`src/hw/rtl/ffba_pkg.sv`:
```
// Shared types, constants and table geometry for the first-fit block allocator.
`default_nettype none
package ffba_pkg;

  localparam int MAX_BLOCKS   = 64;
  localparam int HEADER_BYTES = 32;
  localparam int IDX_W        = $clog2(MAX_BLOCKS);
  localparam int CNT_W        = $clog2(MAX_BLOCKS + 1);
  localparam int APB_AW       = 3;
  localparam int NEED_W       = 34;

  localparam logic [31:0] MAX_REQUEST_RST = 32'd100000000;
  localparam logic [31:0] HEAP_LIMIT_RST  = 32'd16777216;

  localparam logic REG_MAX_REQUEST = 1'b0;
  localparam logic REG_HEAP_LIMIT  = 1'b1;

  typedef enum logic [1:0] {
    CMD_ALLOC   = 2'd0,
    CMD_CALLOC  = 2'd1,
    CMD_FREE    = 2'd2,
    CMD_REALLOC = 2'd3
  } ffba_cmd_e;

  typedef enum logic [1:0] {
    STS_OK    = 2'd0,
    STS_BAD   = 2'd1,
    STS_NOMEM = 2'd2,
    STS_NOP   = 2'd3
  } ffba_status_e;

  typedef enum logic [2:0] {
    ST_IDLE,
    ST_PREP,
    ST_HCHK,
    ST_SCAN,
    ST_APPEND,
    ST_FREEOLD,
    ST_DONE
  } ffba_state_e;

  typedef struct packed {
    ffba_cmd_e   cmd;
    logic [31:0] request_size;
    logic [31:0] element_count;
    logic        has_handle;
    logic [5:0]  handle;
  } ffba_item_t;

  typedef struct packed {
    ffba_status_e status;
    logic [5:0]   out_handle;
    logic [31:0]  address;
    logic [6:0]   free_block_count;
    logic [31:0]  free_byte_count;
    logic [6:0]   total_block_count;
    logic [31:0]  total_byte_count;
  } ffba_result_t;

  typedef struct packed {
    logic [31:0] start;
    logic [31:0] size;
    logic        free_mark;
  } ffba_entry_t;

  typedef struct packed {
    logic              we;
    logic [IDX_W-1:0]  waddr;
    ffba_entry_t       wdata;
    logic [IDX_W-1:0]  raddr;
  } ffba_tbl_req_t;

endpackage
`default_nettype wire

```
`src/hw/rtl/ffba_mul.sv`:
```
// Registered 32 by 32 multiplier that forms the calloc byte count.
`default_nettype none
module ffba_mul
  import ffba_pkg::*;
(
  input  wire logic        clk_i,
  input  wire logic        en_i,
  input  wire logic [31:0] a_i,
  input  wire logic [31:0] b_i,
  output logic [63:0]      p_o
);

  logic [63:0] p_q;

  always_ff @(posedge clk_i) begin
    if (en_i) begin
      p_q <= 64'(a_i) * 64'(b_i);
    end
  end

  assign p_o = p_q;

endmodule
`default_nettype wire
```
`config.mk`:
```
export PLATFORM = sky130hd
export DESIGN_NAME = ffba_mul
export DESIGN_NICKNAME = d
export VERILOG_FILES = /design/src/hw/rtl/ffba_pkg.sv /design/src/hw/rtl/ffba_mul.sv
export SDC_FILE = /design/constraint.sdc
export NUM_CORES = 2
export LEC_CHECK = 0
export BUFFER_PORTS_ARGS = -buffer_cell sky130_fd_sc_hd__buf_2
export CORE_UTILIZATION = 65
export CTS_CLUSTER_SIZE = 25
export DETAILED_ROUTE_END_ITERATION = 12
export PLACE_DENSITY = 0.87
export SLEW_MARGIN = 20
export SYNTH_ARGS = -nofsm -noshare
export SYNTH_HDL_FRONTEND = slang
export SYNTH_SLANG_ARGS = --single-unit
```
`constraint.sdc`:
```
create_clock -name clk_i -period 9.78 [get_ports clk_i]
set_input_delay 0.978 -clock clk_i [delete_from_list [all_inputs] [get_ports clk_i]]
set_output_delay 0.978 -clock clk_i [all_outputs]
set_load 0.005 [all_outputs]
```
==> impl_metrics.py <==
metrics = {
    "status": {
        "outcome": "complete, but fails checks",
        "failed_checks": "design-rule violations",
    },
    "global_route": {
        "grt_antenna_before_repair": 5,
        "grt_pass1_vias": 28900,
        "maximum_number_of_pins_on_one_net_before_global_route_repair": 65,
        "first_pass_grt_wire_length_mm": 153,
        "overflow": 0,
        "grtUsageTotal": 0.361,
    },
    "logic_synthesis": {
        "postSynthNetCount": 4973,
        "synth.lib_cells_used.distinct": 57,
        "yosysTopAreaCell": "fa_1",
        "number_of_register_bits_inferred_by_synthesis": 64,
        "synthesis.area_per_instance_sq_um": 9.42,
        "synth.area.top_cells": "fa_1, and2_1, ha_1",
        "post_synth_inst_count": 3748,
        "synth_commonest_cells": "fa_1, inv_1, and2_1",
        "edff_count_synth": 64,
        "synth_warnings": 0,
        "share_of_synthesized_registers_carrying_an_async_set_or_reset": 0,
        "yosys_most_used_dff": "edfxtp_1",
        "cell_with_the_most_instances_after_synthesis": "fa_1",
        "synth.yosys.seq_area_share": 0.0544,
        "yosysTopAreaCellShare": 0.508,
        "mappedNetlistArea_sq_mm": 0.0353,
    },
    "placement": {
        "gp_congestion": 0.937,
        "dp_hpwl_mm": 71.9,
        "portBuffers": 129,
        "postPlaceCellArea_sq_mm": 0.0361,
    },
    "sta": {
        "fin_tns_setup_ns": 0,
        "timing_max_transition_violations_final": 0,
        "setup_viol": 0,
        "timing.max_slew.rel_slack": 0.369,
        "period_share": 0.895,
        "fin_crit_ns": 8.76,
        "hold_viol": 0,
        "grt_setup_unrepaired": "no",
        "fmax_mhz": 114,
        "max_slew.worst_pin.slew_ns": 0.947,
    },
    "final_layout": {
        "postLayoutCoreUtil": 0.678,
        "area.growth.synth_to_final_pct": 3.08,
        "fin_area_sq_mm": 0.0364,
        "largest_register_ffs": 64,
        "drive_above_1_share": 0.0483,
        "nets_finish": 4909,
    },
    "setup_path": {
        "highest_net_fanout_along_the_worst_path": 32,
        "crit_required_ns": 9.88,
        "timing.critical_path.arrival_ns": 8.86,
        "kind_of_end_point_of_the_critical_path": "flip-flop",
        "criticalPathCategory": "in2reg",
        "startpoint_type": "input pin",
    },
    "floorplan": {
        "ioPinCount": 130,
        "placementRows": 85,
        "initial_utilization": 0.658,
        "die-width_um": 235,
        "die_height_um": 235,
        "design.die.area_sq_mm": 0.0553,
        "coreArea_sq_mm": 0.0537,
    },
    "route": {
        "avgRoutedWirePerCell_um": 21.6,
        "detail_route.wirelength_mm": 94.9,
        "via_per_inst": 5.95,
        "drt-pass1-iter-count": 10,
        "drc_errors": 4,
        "postRouteAntennaNets": 0,
        "vias": 26100,
        "drt_iter0_markers": 2132,
    },
    "clocking": {
        "htreeDepth": 3,
        "clock_pin_slew_of_the_registers_on_the_worst_case_setup_and_hold_paths_ns": 0.06,
        "cts_tree": "yes",
        "cts_resized": 0,
        "cts_hold_buf": 0,
        "post-cts-setup-buffers": 0,
        "root_buffer": "clkbuf_16",
        "clock_sink_count": 64,
        "clk_path_buf_depth": 2,
        "cts-buffers-inserted": 9,
    },
    "min_path": {
        "min-delay-path-class": "in2reg",
    },
    "run": {
        "max_cap_violations": 0,
    },
}
[per-layer routing]
metal | vias up | GRT usage | routed length [um]
li1 | 10800 | - | -
met2 | 1528 | 0.604 | 46500
met3 | 483 | 0.0667 | 8770
met1 | 13300 | 0.426 | 31900
met4 | 4 | 0.242 | 7690
met5 | - | 0 | 31
[path summary, 6_finish.rpt]
kind	to	cells after the start	slack, ns	startpoint
setup / recovery	p_o[62]$_DFFE_PP_	24	1.02	b_i[8]
hold / removal	p_o[53]$_DFFE_PP_	2	1.33	en_i
[cell families (layout without fill, tap and decap cells)]
group	Yosys count	in the layout	share of synthesized area
and+or+nand+nor	1177	1177	0.173
adders and majority gates	1159	1159	0.601
buffers and inverters	1085	1026	0.116
AOI/OAI and AO/OA	202	202	0.0408
DFF	64	64	0.0544
xor gates and xnor gates	60	60	0.0149
muxes	1	1	0.000283
other	0	2	0
[cell type report]
cell class | instances | area [sq um]
repair buffers | 145 | 766
multi-input cells | 2599 | 29300
flip-flops and latches | 64 | 1920
diodes | 2 | 5.00
clock buffers | 9 | 225
inverters | 865 | 3250
well taps | 696 | 871
fillers | 3963 | 17300
clock inverters | 7 | 55.1
[per-stage QoR]
step	hold slack, ns	std cells	worst slack, ns
after global placement	1.37	4369	0.936
after CTS	1.35	4385	1.12
final	1.33	4387	1.02
after detailed placement	1.37	4369	0.765
after floorplan	1.09	3748	1.92
after global routing	1.38	4386	0.738
[worst max-delay path: stages]
cell and delay [ns]:
buf_2 0.62, nand2_1 0.17, fa_1 0.57, inv_1 0.05
fa_1 0.54, inv_1 0.06, fa_1 0.52, inv_1 0.06
fa_1 0.50, fa_1 0.58, fa_1 0.44, fa_1 0.50
inv_1 0.05, fa_1 0.48, inv_1 0.04, ha_1 0.42
nand4_1 0.26, or4_1 0.48, or3_1 0.37, a31oi_1 0.50
a31o_2 0.30, a211oi_1 0.11, o21ai_1 0.17, xor2_1 0.08
[cell usage in the layout, fill, tap and decap left out, types with 35 or more instances in the layout]
cell type	count
ha_1	263
fa_1	896
buf_2	129
nand2_1	480
a21oi_1	63
a21o_1	40
inv_1	865
edfxtp_1	64
xnor2_1	35
and2_1	602
Power is not shown: default switching activity piles up to over one toggle a cycle in this logic, so the estimate is an artifact.
