==> config.mk <==
export PLATFORM = sky130hd
export DESIGN_NAME = ffba_table
export DESIGN_NICKNAME = d
export VERILOG_FILES = /design/src/hw/rtl/ffba_pkg.sv /design/src/hw/rtl/ffba_table.sv
export SDC_FILE = /design/constraint.sdc
export NUM_CORES = 2
export LEC_CHECK = 0
export BUFFER_PORTS_ARGS = -buffer_cell sky130_fd_sc_hd__buf_4
export CAP_MARGIN = 30
export CELL_PAD_IN_SITES_DETAIL_PLACEMENT = 1
export CELL_PAD_IN_SITES_GLOBAL_PLACEMENT = 1
export CORE_MARGIN = 1
export CORE_UTILIZATION = 33
export CTS_CLUSTER_DIAMETER = 150
export DETAILED_ROUTE_END_ITERATION = 8
export HOLD_SLACK_MARGIN = 0.03
export PLACE_DENSITY_LB_ADDON = 0.2
export SETUP_SLACK_MARGIN = 0.2
export SYNTH_ARGS = -nofsm -noshare
export SYNTH_HDL_FRONTEND = slang
export SYNTH_MEMORY_MAX_BITS = 65536
export SYNTH_SLANG_ARGS = --single-unit
==> constraint.sdc <==
create_clock -name clk_i -period 11.8 [get_ports clk_i]
set_clock_uncertainty 0.2 [all_clocks]
set_input_delay 0.59 -clock clk_i [delete_from_list [all_inputs] [get_ports clk_i]]
set_output_delay 0.59 -clock clk_i [all_outputs]
set_load 0.02 [all_outputs]
==> src/hw/rtl/ffba_pkg.sv <==
// Shared types, constants and table geometry for the first-fit block allocator.
`default_nettype none
package ffba_pkg;

  localparam int MAX_BLOCKS   = 64;
  localparam int HEADER_BYTES = 32;
  localparam int IDX_W        = $clog2(MAX_BLOCKS);
  localparam int CNT_W        = $clog2(MAX_BLOCKS + 1);
  localparam int APB_AW       = 3;
  localparam int NEED_W       = 34;

  localparam logic [31:0] MAX_REQUEST_RST = 32'd100000000;
  localparam logic [31:0] HEAP_LIMIT_RST  = 32'd16777216;

  localparam logic REG_MAX_REQUEST = 1'b0;
  localparam logic REG_HEAP_LIMIT  = 1'b1;

  typedef enum logic [1:0] {
    CMD_ALLOC   = 2'd0,
    CMD_CALLOC  = 2'd1,
    CMD_FREE    = 2'd2,
    CMD_REALLOC = 2'd3
  } ffba_cmd_e;

  typedef enum logic [1:0] {
    STS_OK    = 2'd0,
    STS_BAD   = 2'd1,
    STS_NOMEM = 2'd2,
    STS_NOP   = 2'd3
  } ffba_status_e;

  typedef enum logic [2:0] {
    ST_IDLE,
    ST_PREP,
    ST_HCHK,
    ST_SCAN,
    ST_APPEND,
    ST_FREEOLD,
    ST_DONE
  } ffba_state_e;

  typedef struct packed {
    ffba_cmd_e   cmd;
    logic [31:0] request_size;
    logic [31:0] element_count;
    logic        has_handle;
    logic [5:0]  handle;
  } ffba_item_t;

  typedef struct packed {
    ffba_status_e status;
    logic [5:0]   out_handle;
    logic [31:0]  address;
    logic [6:0]   free_block_count;
    logic [31:0]  free_byte_count;
    logic [6:0]   total_block_count;
    logic [31:0]  total_byte_count;
  } ffba_result_t;

  typedef struct packed {
    logic [31:0] start;
    logic [31:0] size;
    logic        free_mark;
  } ffba_entry_t;

  typedef struct packed {
    logic              we;
    logic [IDX_W-1:0]  waddr;
    ffba_entry_t       wdata;
    logic [IDX_W-1:0]  raddr;
  } ffba_tbl_req_t;

endpackage
`default_nettype wire

==> src/hw/rtl/ffba_table.sv <==
// Block table memory holding start, size and free mark of every created block.
`default_nettype none
module ffba_table
  import ffba_pkg::*;
(
  input  wire logic          clk_i,
  input  wire ffba_tbl_req_t req_i,
  output ffba_entry_t        rdata_o
);

  ffba_entry_t mem_q [MAX_BLOCKS];
  ffba_entry_t rdata_q;

  always_ff @(posedge clk_i) begin
    if (req_i.we) begin
      mem_q[req_i.waddr] <= req_i.wdata;
    end
    rdata_q <= mem_q[req_i.raddr];
  end

  assign rdata_o = rdata_q;

endmodule
`default_nettype wire

==> key figures <==
Placed design
  • Placed Instances: 13.0k
  • Dpl ws: just under 7 ns
  • HPWL Detailed: approximately 290 mm
  • Final Wtd Congestion: about 0.75
  • Port Buffers: around 140

GRT
  • Grt ovf: 0
  • Tot GR Track Use: between 20% and 30%
  • First-pass GRT wire length: about 730 mm
  • Initial antenna violation count: 45
  • Vias in the first global route: about 81k
  • Maximum number of pins on one net before global-route repair: 106

Timing
  • Post-route setup slack: around 7.3 ns
  • Fmax achieved: 0.223 GHz
  • Hold Vio Cnt, Final: 0
  • Setup violators final: 0
  • Slew Limit Fails: 0
  • Final Critical Period: between 4 and 5 ns
  • Fin Setup TNS: 0 ns
  • Max_slew headroom: about a quarter
  • Slew @ Worst Pin: 1.14 ns
  • Final worst path period share: between 30% and 40%
  • Unrepaired setup endpoints after global routing: false

CTS
  • Clk buf depth: 4
  • Clock Tree Root: clkbuf_16
  • TritonCTS Buffers: about 450
  • H-tree Lvls: 5
  • Clock Pin Slew Worst Setup and Hold Paths: 0.06 ns
  • Worst-Skew Late Latency: just over 1 ns
  • Clk sinks: roughly 4.2k
  • TritonCTS clock tree: yes

Power
  • Maximum vdd drop: between 0.0001 and 0.00015 V
  • Static leakage: around 57 nW
  • PD cells: around 180 nW/um^2
  • Total power: roughly 32 mW

Yosys
  • Synth top area share: approximately four fifths
  • Mapped Area: approximately 160,000 sq um
  • Leading area contributor after synthesis: edfxtp_1
  • Sequential cell area fraction in the yosys report: 79.7%
  • Netlist cell types: 27
  • Synth area leaders: edfxtp_1, mux4_2, a22oi_1, dfxtp_1, mux2i_1
  • Gate Count Post-Synth: 6,606
  • Syn. warnings: 0
  • Avg Cell Area, Syn: around 24 sq um
  • #FFs+latches synth: around 4.2k
  • Synthesized net count: approximately 6.7k

Floorplan
  • Die Ht: 695 um
  • Row count: ~250
  • Starting density of the core: 33.1%
  • Die Area: roughly 480,000 sq um
  • I/O pins: 144
  • Total core area: ~480,000 sq um
  • Die W: between 600 and 700 um

Routing
  • Drt wl/cell: approximately 39 um
  • DRT iter0 DRCs: between 9k and 10k
  • DRT Wirelength: approximately 540 mm
  • DRT Pass-1 Iters: 5
  • Via Count: slightly below 80k
  • DR vias/cell: approximately 5.6
  • Residual DRC: 0
  • Post-route ant nets: 0

Cells and area
  • Fin nets: approximately 7.2k
  • Fin cells: 14.0k
  • Fraction of layout cells with a size suffix above 1: approximately 29%
  • Layout area overhead: 16.0%
  • Final core utilization: around 38%

Worst hold path
  • Hold crit path type: primary input to flop

Status
  • Status: finished clean

Setup path
  • CP Capture Type: flop
  • CP Max Fanout: 26
  • WP data required: 12.21 ns
  • Worst Path Class, Setup: primary input to flop
  • Data arrival, critical path: roughly 4.9 ns
  • Worst setup SP type: primary input

Flow run
  • Max Cap Viol: 0
state kept, by name, indices dropped and copies added (netlist names):
name / flops
mem_q: 4160
rdata_o: 65
power by group:
| group | switching [mW] | internal [mW] |
|---|---|---|
| Clock | 5.98 | 7.95 |
| Combinational | 1.01 | 0.549 |
| Sequential | 0.0838 | 16.6 |
| Total | 7.07 | 25.1 |
layout by cell type, fill, tap and decap left out, types with 46 or more instances in the layout:
cell	instances
clkinv_1	95
buf_4	353
a22oi_1	260
nor2_1	48
dlygate4sd3_1	68
o221ai_1	46
clkbuf_16	460
o22ai_1	130
dfxtp_1	65
edfxtp_1	4160
mux2i_1	103
clkinv_2	93
nor2_4	64
nand3_1	114
a211oi_1	65
clkbuf_1	112
mux4_2	1040
o211a_1	65
logic make-up (layout without fill, tap and decap cells):
kind of cell,count (synthesis),in the layout,synth area share (%)
flops,4225,4225,79.7
mux,1143,1143,15.4
compound gates,566,566,2.72
buf+inv,377,1311,1.20
simple gates,295,295,0.911
other cells,0,17,0
timing repair:
| action | in CTS | in global routing |
|---|---|---|
| hold endpoints to repair | 4171 | 0 |
| setup endpoints to repair | 0 | 0 |
| setup buffers | 0 | 0 |
| resized for setup | 0 | 0 |
| hold buffers | 68 | 0 |
cell usage after synthesis (all sizes together):
cell type and count:
nand2 8, or3b 4, and2 3, or2 2, clkbuf 120, buf 257, o221ai 46, nor2b 9
dfxtp 65, nand2b 9, a22oi 260, nor3 2, mux2i 103, nand3 115, o22ai 130, nor2 112
a211oi 65, nand4 2, edfxtp 4160, or3 3, o211a 65, nand3b 25, nand4b 1, mux4 1040
through the flow:
step / hold WS, ns / instance area, sq um
3_3_place_gp: 0.608 / 168000
2_1_floorplan: 0.489 / 158000
6_report: 0.133 / 184000
3_5_place_dp: 0.624 / 169000
5_1_grt: 0.132 / 184000
4_1_cts: 0.0748 / 184000
layout make-up:
cell class	count	area, sq um
Sequential cell	4225	126000
Tap cell	6400	8010
Fill cell	44900	294000
Clock inverter	248	2070
Antenna cell	17	42.5
Timing Repair Buffer	465	4280
Clock buffer	598	12300
Multi-Input combinational cell	2004	30800
final timing paths:
path,from,end,slack (ns),cells past startpoint
min reg2reg,mem_q[15][52],rdata_o[52],0.63,4
max,req_i[73],mem_q[61][59],7.33,7
min,req_i[77],mem_q[47][25],0.13,3
max reg2reg,mem_q[58][32],rdata_o[32],9.56,4
critical path, stage by stage:
cell	delay, ns
dlygate4sd3_1	0.59
buf_4	0.20
nor2b_1	0.19
nand3_1	0.60
nor2_4	0.97
buf_4	0.82
buf_4	0.71
metal layers:
| layer | part of all wire [%] | up-vias | GRT usage (%) | wire length [um] |
|---|---|---|---|---|
| li1 | - | 29900 | - | - |
| met2 | 49 | 2982 | 37.2 | 266000 |
| met5 | 0.0067 | - | 0 | 36 |
| met4 | 2.6 | 6 | 5.24 | 13800 |
| met1 | 42 | 45000 | 30.6 | 227000 |
| met3 | 5.9 | 699 | 2.66 | 32000 |
No activity file was read; power rests on OpenSTA's default activity.
